<file path="src/hw/rtl/bec_pkg.sv">
// Types, constants and helper functions for the backlight effect controller
package bec_pkg;

  localparam int unsigned FADE_SPEED = 8;
  localparam int unsigned FADE_TERM  = 255 * FADE_SPEED;

  localparam logic [7:0] PWM_FULL    = 8'd255;
  localparam logic [3:0] LEVEL_TOP   = 4'd12;
  localparam logic [7:0] BRIGHT_MIN  = 8'd30;
  localparam logic [7:0] BRIGHT_STEP = 8'd25;
  localparam logic [8:0] HOLD_TICKS  = 9'd500;
  localparam logic [3:0] UP_ENTRY    = 4'd3;
  localparam logic [3:0] DOWN_ENTRY  = 4'd1;

  localparam int unsigned CFG_IDX_W  = 2;
  localparam int unsigned CFG_DATA_W = 8;

  typedef enum logic [2:0] {
    ACT_TICK,
    ACT_KEY,
    ACT_NEXT,
    ACT_BRIGHTER,
    ACT_DIMMER,
    ACT_ON,
    ACT_OFF,
    ACT_START
  } action_e;

  typedef enum logic [2:0] {
    MODE_OFF,
    MODE_FADE,
    MODE_ON,
    MODE_UP,
    MODE_DOWN
  } mode_e;

  typedef enum logic [CFG_IDX_W-1:0] {
    CFG_START_MODE,
    CFG_START_BRIGHT
  } cfg_idx_e;

  typedef struct packed {
    logic [2:0]  mode;
    logic [7:0]  bright;
    logic [11:0] fade_count;
    logic [1:0]  fade_phase;
    logic [3:0]  level;
    logic [7:0]  life;
    logic [8:0]  hold;
    logic [7:0]  duty;
    logic        lights_off;
    logic        started;
  } state_t;

  // 255 * level / 12, truncated
  function automatic logic [7:0] life_of_level(logic [3:0] lvl);
    logic [7:0] r;
    case (lvl)
      4'd0:    r = 8'd0;
      4'd1:    r = 8'd21;
      4'd2:    r = 8'd42;
      4'd3:    r = 8'd63;
      4'd4:    r = 8'd85;
      4'd5:    r = 8'd106;
      4'd6:    r = 8'd127;
      4'd7:    r = 8'd148;
      4'd8:    r = 8'd170;
      4'd9:    r = 8'd191;
      4'd10:   r = 8'd212;
      4'd11:   r = 8'd233;
      default: r = PWM_FULL;
    endcase
    return r;
  endfunction

  // 12 - (255 - life) / 21; the quotient via reciprocal 3121 / 2^16, exact for 8 bits
  function automatic logic [3:0] level_of_life(logic [7:0] life);
    logic [7:0]  d;
    logic [19:0] p;
    d = PWM_FULL - life;
    p = 20'(d) * 20'd3121;
    return LEVEL_TOP - p[19:16];
  endfunction

  // v * b / 255 using x / 255 = (x + (x >> 8) + 1) >> 8
  function automatic logic [7:0] scale(logic [7:0] v, logic [7:0] b);
    logic [15:0] p;
    logic [16:0] s;
    p = 16'(v) * 16'(b);
    s = 17'(p) + 17'(p[15:8]) + 17'd1;
    return s[15:8];
  endfunction

endpackage

</file>
<file path="src/hw/rtl/bec_update.sv">
// Next-state logic: applies one item to the effect state
module bec_update import bec_pkg::*; (
  input  state_t     state_i,
  input  logic [2:0] action_i,
  input  logic       asleep_i,
  input  logic [2:0] cfg_mode_i,
  input  logic [7:0] cfg_bright_i,
  output state_t     state_o
);

  function automatic state_t enter_mode(state_t s_in);
    state_t s;
    s = s_in;
    case (s.mode)
      MODE_OFF:  s.duty = 8'd0;
      MODE_FADE: begin
        s.fade_count = '0;
        s.fade_phase = 2'd0;
      end
      MODE_ON:   s.duty = s.bright;
      MODE_UP:   begin
        s.level = UP_ENTRY;
        s.life  = life_of_level(UP_ENTRY);
      end
      MODE_DOWN: begin
        s.level = DOWN_ENTRY;
        s.life  = life_of_level(DOWN_ENTRY);
      end
      default: ;
    endcase
    return s;
  endfunction

  function automatic state_t tick(state_t s_in);
    state_t      s;
    logic [12:0] c;
    logic [9:0]  cdiv;
    logic [7:0]  fsat;
    logic        up;
    logic        moving;
    s    = s_in;
    c    = {1'b0, s.fade_count};
    cdiv = 10'(c / FADE_SPEED);
    fsat = (cdiv > 10'(PWM_FULL)) ? PWM_FULL : cdiv[7:0];
    up   = (s.mode == MODE_DOWN);
    if (s.mode == MODE_FADE) begin
      if (s.fade_phase == 2'd0) begin
        s.duty = scale(fsat, s.bright);
      end else if (s.fade_phase == 2'd2) begin
        s.duty = scale(PWM_FULL - fsat, s.bright);
      end else begin
        c = c + 13'd1;
      end
      if (c >= 13'(FADE_TERM)) begin
        c            = '0;
        s.fade_phase = s.fade_phase + 2'd1;
      end
      c            = c + 13'd1;
      s.fade_count = c[11:0];
    end else if (s.mode == MODE_UP || s.mode == MODE_DOWN) begin
      moving = up ? (s.life != PWM_FULL) : (s.life != 8'd0);
      if (s.hold != 9'd0) begin
        s.hold = s.hold - 9'd1;
      end else if (moving) begin
        c = c + 13'd1;
        if (c >= 13'(FADE_SPEED)) begin
          c       = '0;
          s.life  = up ? s.life + 8'd1 : s.life - 8'd1;
          s.level = level_of_life(s.life);
        end
        s.fade_count = c[11:0];
      end else begin
        s.level      = up ? LEVEL_TOP : 4'd0;
        s.fade_count = '0;
      end
      s.duty = scale(s.life, s.bright);
    end else begin
      s.fade_count = '0;
      s.fade_phase = 2'd3;
    end
    return s;
  endfunction

  logic [8:0] bright_up;
  assign bright_up = {1'b0, state_i.bright} + {1'b0, BRIGHT_STEP};

  always_comb begin
    state_o = state_i;
    case (action_i)
      ACT_TICK: begin
        if (state_i.started && !asleep_i && !state_i.lights_off) state_o = tick(state_i);
      end
      ACT_KEY: begin
        if (!asleep_i && !state_i.lights_off) begin
          if (state_i.mode == MODE_UP) begin
            state_o.hold = HOLD_TICKS;
            if (state_i.level < LEVEL_TOP) begin
              state_o.level = state_i.level + 4'd1;
              state_o.life  = life_of_level(state_i.level + 4'd1);
            end
          end else if (state_i.mode == MODE_DOWN) begin
            state_o.hold = HOLD_TICKS;
            if (state_i.level != 4'd0) begin
              state_o.level = state_i.level - 4'd1;
              state_o.life  = life_of_level(state_i.level - 4'd1);
            end
          end
        end
      end
      ACT_NEXT: begin
        if (!asleep_i) begin
          state_o.mode = (state_i.mode == MODE_DOWN) ? MODE_OFF : state_i.mode + 3'd1;
          state_o      = enter_mode(state_o);
        end
      end
      ACT_BRIGHTER: begin
        if (state_i.bright != PWM_FULL) begin
          state_o.bright = (bright_up > 9'(PWM_FULL)) ? PWM_FULL : bright_up[7:0];
          if (state_i.mode == MODE_ON) state_o = enter_mode(state_o);
        end
      end
      ACT_DIMMER: begin
        if (state_i.bright != BRIGHT_MIN) begin
          state_o.bright = (state_i.bright < BRIGHT_MIN + BRIGHT_STEP) ? BRIGHT_MIN
                                                                      : state_i.bright - BRIGHT_STEP;
          if (state_i.mode == MODE_ON) state_o = enter_mode(state_o);
        end
      end
      ACT_ON: begin
        state_o.lights_off = 1'b0;
        state_o            = enter_mode(state_o);
      end
      ACT_OFF: begin
        state_o.lights_off = 1'b1;
        state_o.duty       = 8'd0;
      end
      ACT_START: begin
        state_o.mode    = (cfg_mode_i <= MODE_DOWN) ? cfg_mode_i : MODE_OFF;
        state_o.bright  = (cfg_bright_i < BRIGHT_MIN) ? BRIGHT_MIN : cfg_bright_i;
        state_o         = enter_mode(state_o);
        state_o.started = 1'b1;
      end
      default: ;
    endcase
  end

endmodule

</file>
<file path="config.mk">
export PLATFORM = sky130hd
export DESIGN_NAME = bec_update
export DESIGN_NICKNAME = d
export VERILOG_FILES = /design/src/hw/rtl/bec_pkg.sv /design/src/hw/rtl/bec_update.sv
export SDC_FILE = /design/constraint.sdc
export NUM_CORES = 1
export LEC_CHECK = 0
export ABC_AREA = 0
export BUFFER_PORTS_ARGS = -buffer_cell sky130_fd_sc_hd__buf_4
export CAP_MARGIN = 20
export CORE_MARGIN = 2
export CORE_UTILIZATION = 44
export DETAILED_ROUTE_END_ITERATION = 12
export PLACE_DENSITY_LB_ADDON = 0.12
export SYNTH_ARGS = -nofsm -noshare
export SYNTH_HDL_FRONTEND = slang
export SYNTH_SLANG_ARGS = --single-unit
export TNS_END_PERCENT = 5
</file>
<file path="constraint.sdc">
create_clock -name vclk -period 24.6
set_input_delay 1.23 -clock vclk [all_inputs]
set_output_delay 1.23 -clock vclk [all_outputs]
set_load 0.05 [all_outputs]
</file>
==> results.cfg <==
[critical_path]
worst_path_max_delay_cell = a21oi_1
crit_path_frequent_cell = fa_1
cp.required_ps = 23370
crit_type = primary input to primary output
worstSetupEndpointType = primary output
path_max_fanout = 13
critPathMaxStageDelay_ps = 630
worstPathArrival_ps = 10380
critical_path.startpoint_type = primary input

[finish]
diodes = 0
nFlopsAndLatches = 0
drive_gt1_share_pct = 9.46
final_area_um2 = 14800
area_growth_pct = 8.47
regArea_um2 = 0
nClkBuffers = 0
layout.nets = 2331
fillers = 3177
layout.cells.non_filler = 2342

[drt]
drc = 0
routed_via_density = 6.10
drtIter0Drc = 1157
routed_wl_um = 47200
wl_per_cell_um = 20.2
ant_nets = 0
first_pass_iters = 6
vias = 14300

[job]
cap_violations = 0

[grt]
grt_first_pass_wirelength_um = 75800
grt_max_degree = 42
grt_pass1_vias = 14100
antenna_found_initial = 0
grt_use_total_pct = 28.5
overflow = 0

[synthesis]
synth.top_cell.area_share_pct = 18.2
netlist_instances = 1903
syn_area_per_cell_um2 = 7.15
synth_top_cell_by_area = ha_1
yosysWarnings = 0
synthesis.nets = 2286
yosysMostFrequentCell = inv_1
syn_area_um2 = 13600
yosysSeqAreaShare_pct = 0
synth_cell_types = 95
synth_common_cells = 207 x inv_1, 198 x ha_1, 171 x nor2_1
synth.area.top_cells = ha_1 18%, fa_1 17%, inv_1 5.7%

[clock_network]
post_cts_resized = 0
hold_buffers = 0
cts_setup_buffers = 0

[sta]
rsz0062_at_grt = false
setup_viol = 0
slew_viol_final = 0
worstMarginPinSlew_ps = 981
finalCriticalPeriod_ps = 11610
fmax_mhz = 86.1
timing.hold.ws_ps = 2800
slew_headroom_pct = 32.7
period_share_pct = 47.2
tns_ps = 0
final_hold_viol_count = 0

[place]
gp_congestion = 0.975
placed_area_um2 = 14800
place_inst = 2342
hpwl_um = 37800
portBuffers = 127

[floorplanning]
pin_count = 127
design.core.area_um2 = 30500
die_h_um = 180
die_x_um = 180
initial_core_util_pct = 44.6
dieArea_um2 = 32300
rows = 64

[worst_hold_path]
hold_path_end = state_o[17]
hold_start = state_i[17]
hold_depth = 3
hold_path_class = primary input to primary output

[power]
power_density_nw_per_um2 = 73.8
ir_worst_vdd_v = 0.0000713
leakagePower_nw = 7.03

[outcome]
status = finished clean
[power by group]
group / leakage [nW] / switching (mW) / internal [mW]
clock: 0 / 0 / 0
sequential: 0 / 0 / 0
combinational: 7.03 / 0.655 / 0.434
[metrics by stage]
| step | utilization, % | worst slack [ps] | power [mW] |
|---|---|---|---|
| 2_1_floorplan | - | 13890 | 0.827 |
| 5_1_grt | 48.4 | 12300 | 1.22 |
| 4_1_cts | 48.4 | 13040 | 1.08 |
| 6_report | 48.4 | 12990 | 1.09 |
| 3_3_place_gp | 48.4 | 13210 | 1.06 |
| 3_5_place_dp | 48.4 | 13100 | 1.08 |
[critical path: cells and delay by family]
| family | cells | cell delay [ps] |
|---|---|---|
| adders and majority gates | 8 | 3330 |
| buffers and inverters | 7 | 960 |
| xor gates and xnor gates | 1 | 450 |
| AOI/OAI and AO/OA | 9 | 2280 |
| and+or+nand+nor | 11 | 2130 |
[layout make-up]
| cell class | instances | area (um2) | area share (%) |
|---|---|---|---|
| inverters | 210 | 788 | 5.34 |
| multi-input cells | 1598 | 12400 | 84.3 |
| repair buffers | 138 | 1040 | 7.02 |
| well taps | 396 | 495 | 3.36 |
[how the worst max path moves through the flow]
stage / from / to / slack [ps]
finish: state_i[53] / state_o[8] / 12990
global route: state_i[53] / state_o[4] / 12300
CTS: state_i[53] / state_o[8] / 13040
detailed placement: state_i[53] / state_o[8] / 13100
global placement: state_i[53] / state_o[8] / 13210
floorplan: state_i[53] / state_o[7] / 13890
[cell usage in the layout (no fill, tap or decap), drive strengths merged, types with 26 or more instances in the layout]
cell,n
o21ai,132
nor3,51
nor2b,51
ha,198
nor2,172
buf,138
a21oi,150
xnor2,53
and2,50
a21o,26
nand3,33
xor2,34
nand2,171
inv,207
fa,114
[cells by family after synthesis]
kind of cell               count (synthesis)  synth area share (%)
muxes                                     16                  1.26
xor gates and xnor gates                  88                  5.78
buffers and inverters                    305                  8.62
and+or+nand+nor                          653                  24.0
adders and majority gates                312                  35.0
AOI/OAI and AO/OA                        529                  25.3
[routing by layer]
layer  routed length [um]  vias up  global-route usage (%)
met5                    0        -                       0
met4                 1830        0                    9.50
met3                 2880       98                    3.42
met2                22400      543                    49.0
met1                20200     6881                    36.9
li1                     -     6766                       -
Power figures use the tool's default switching activity.
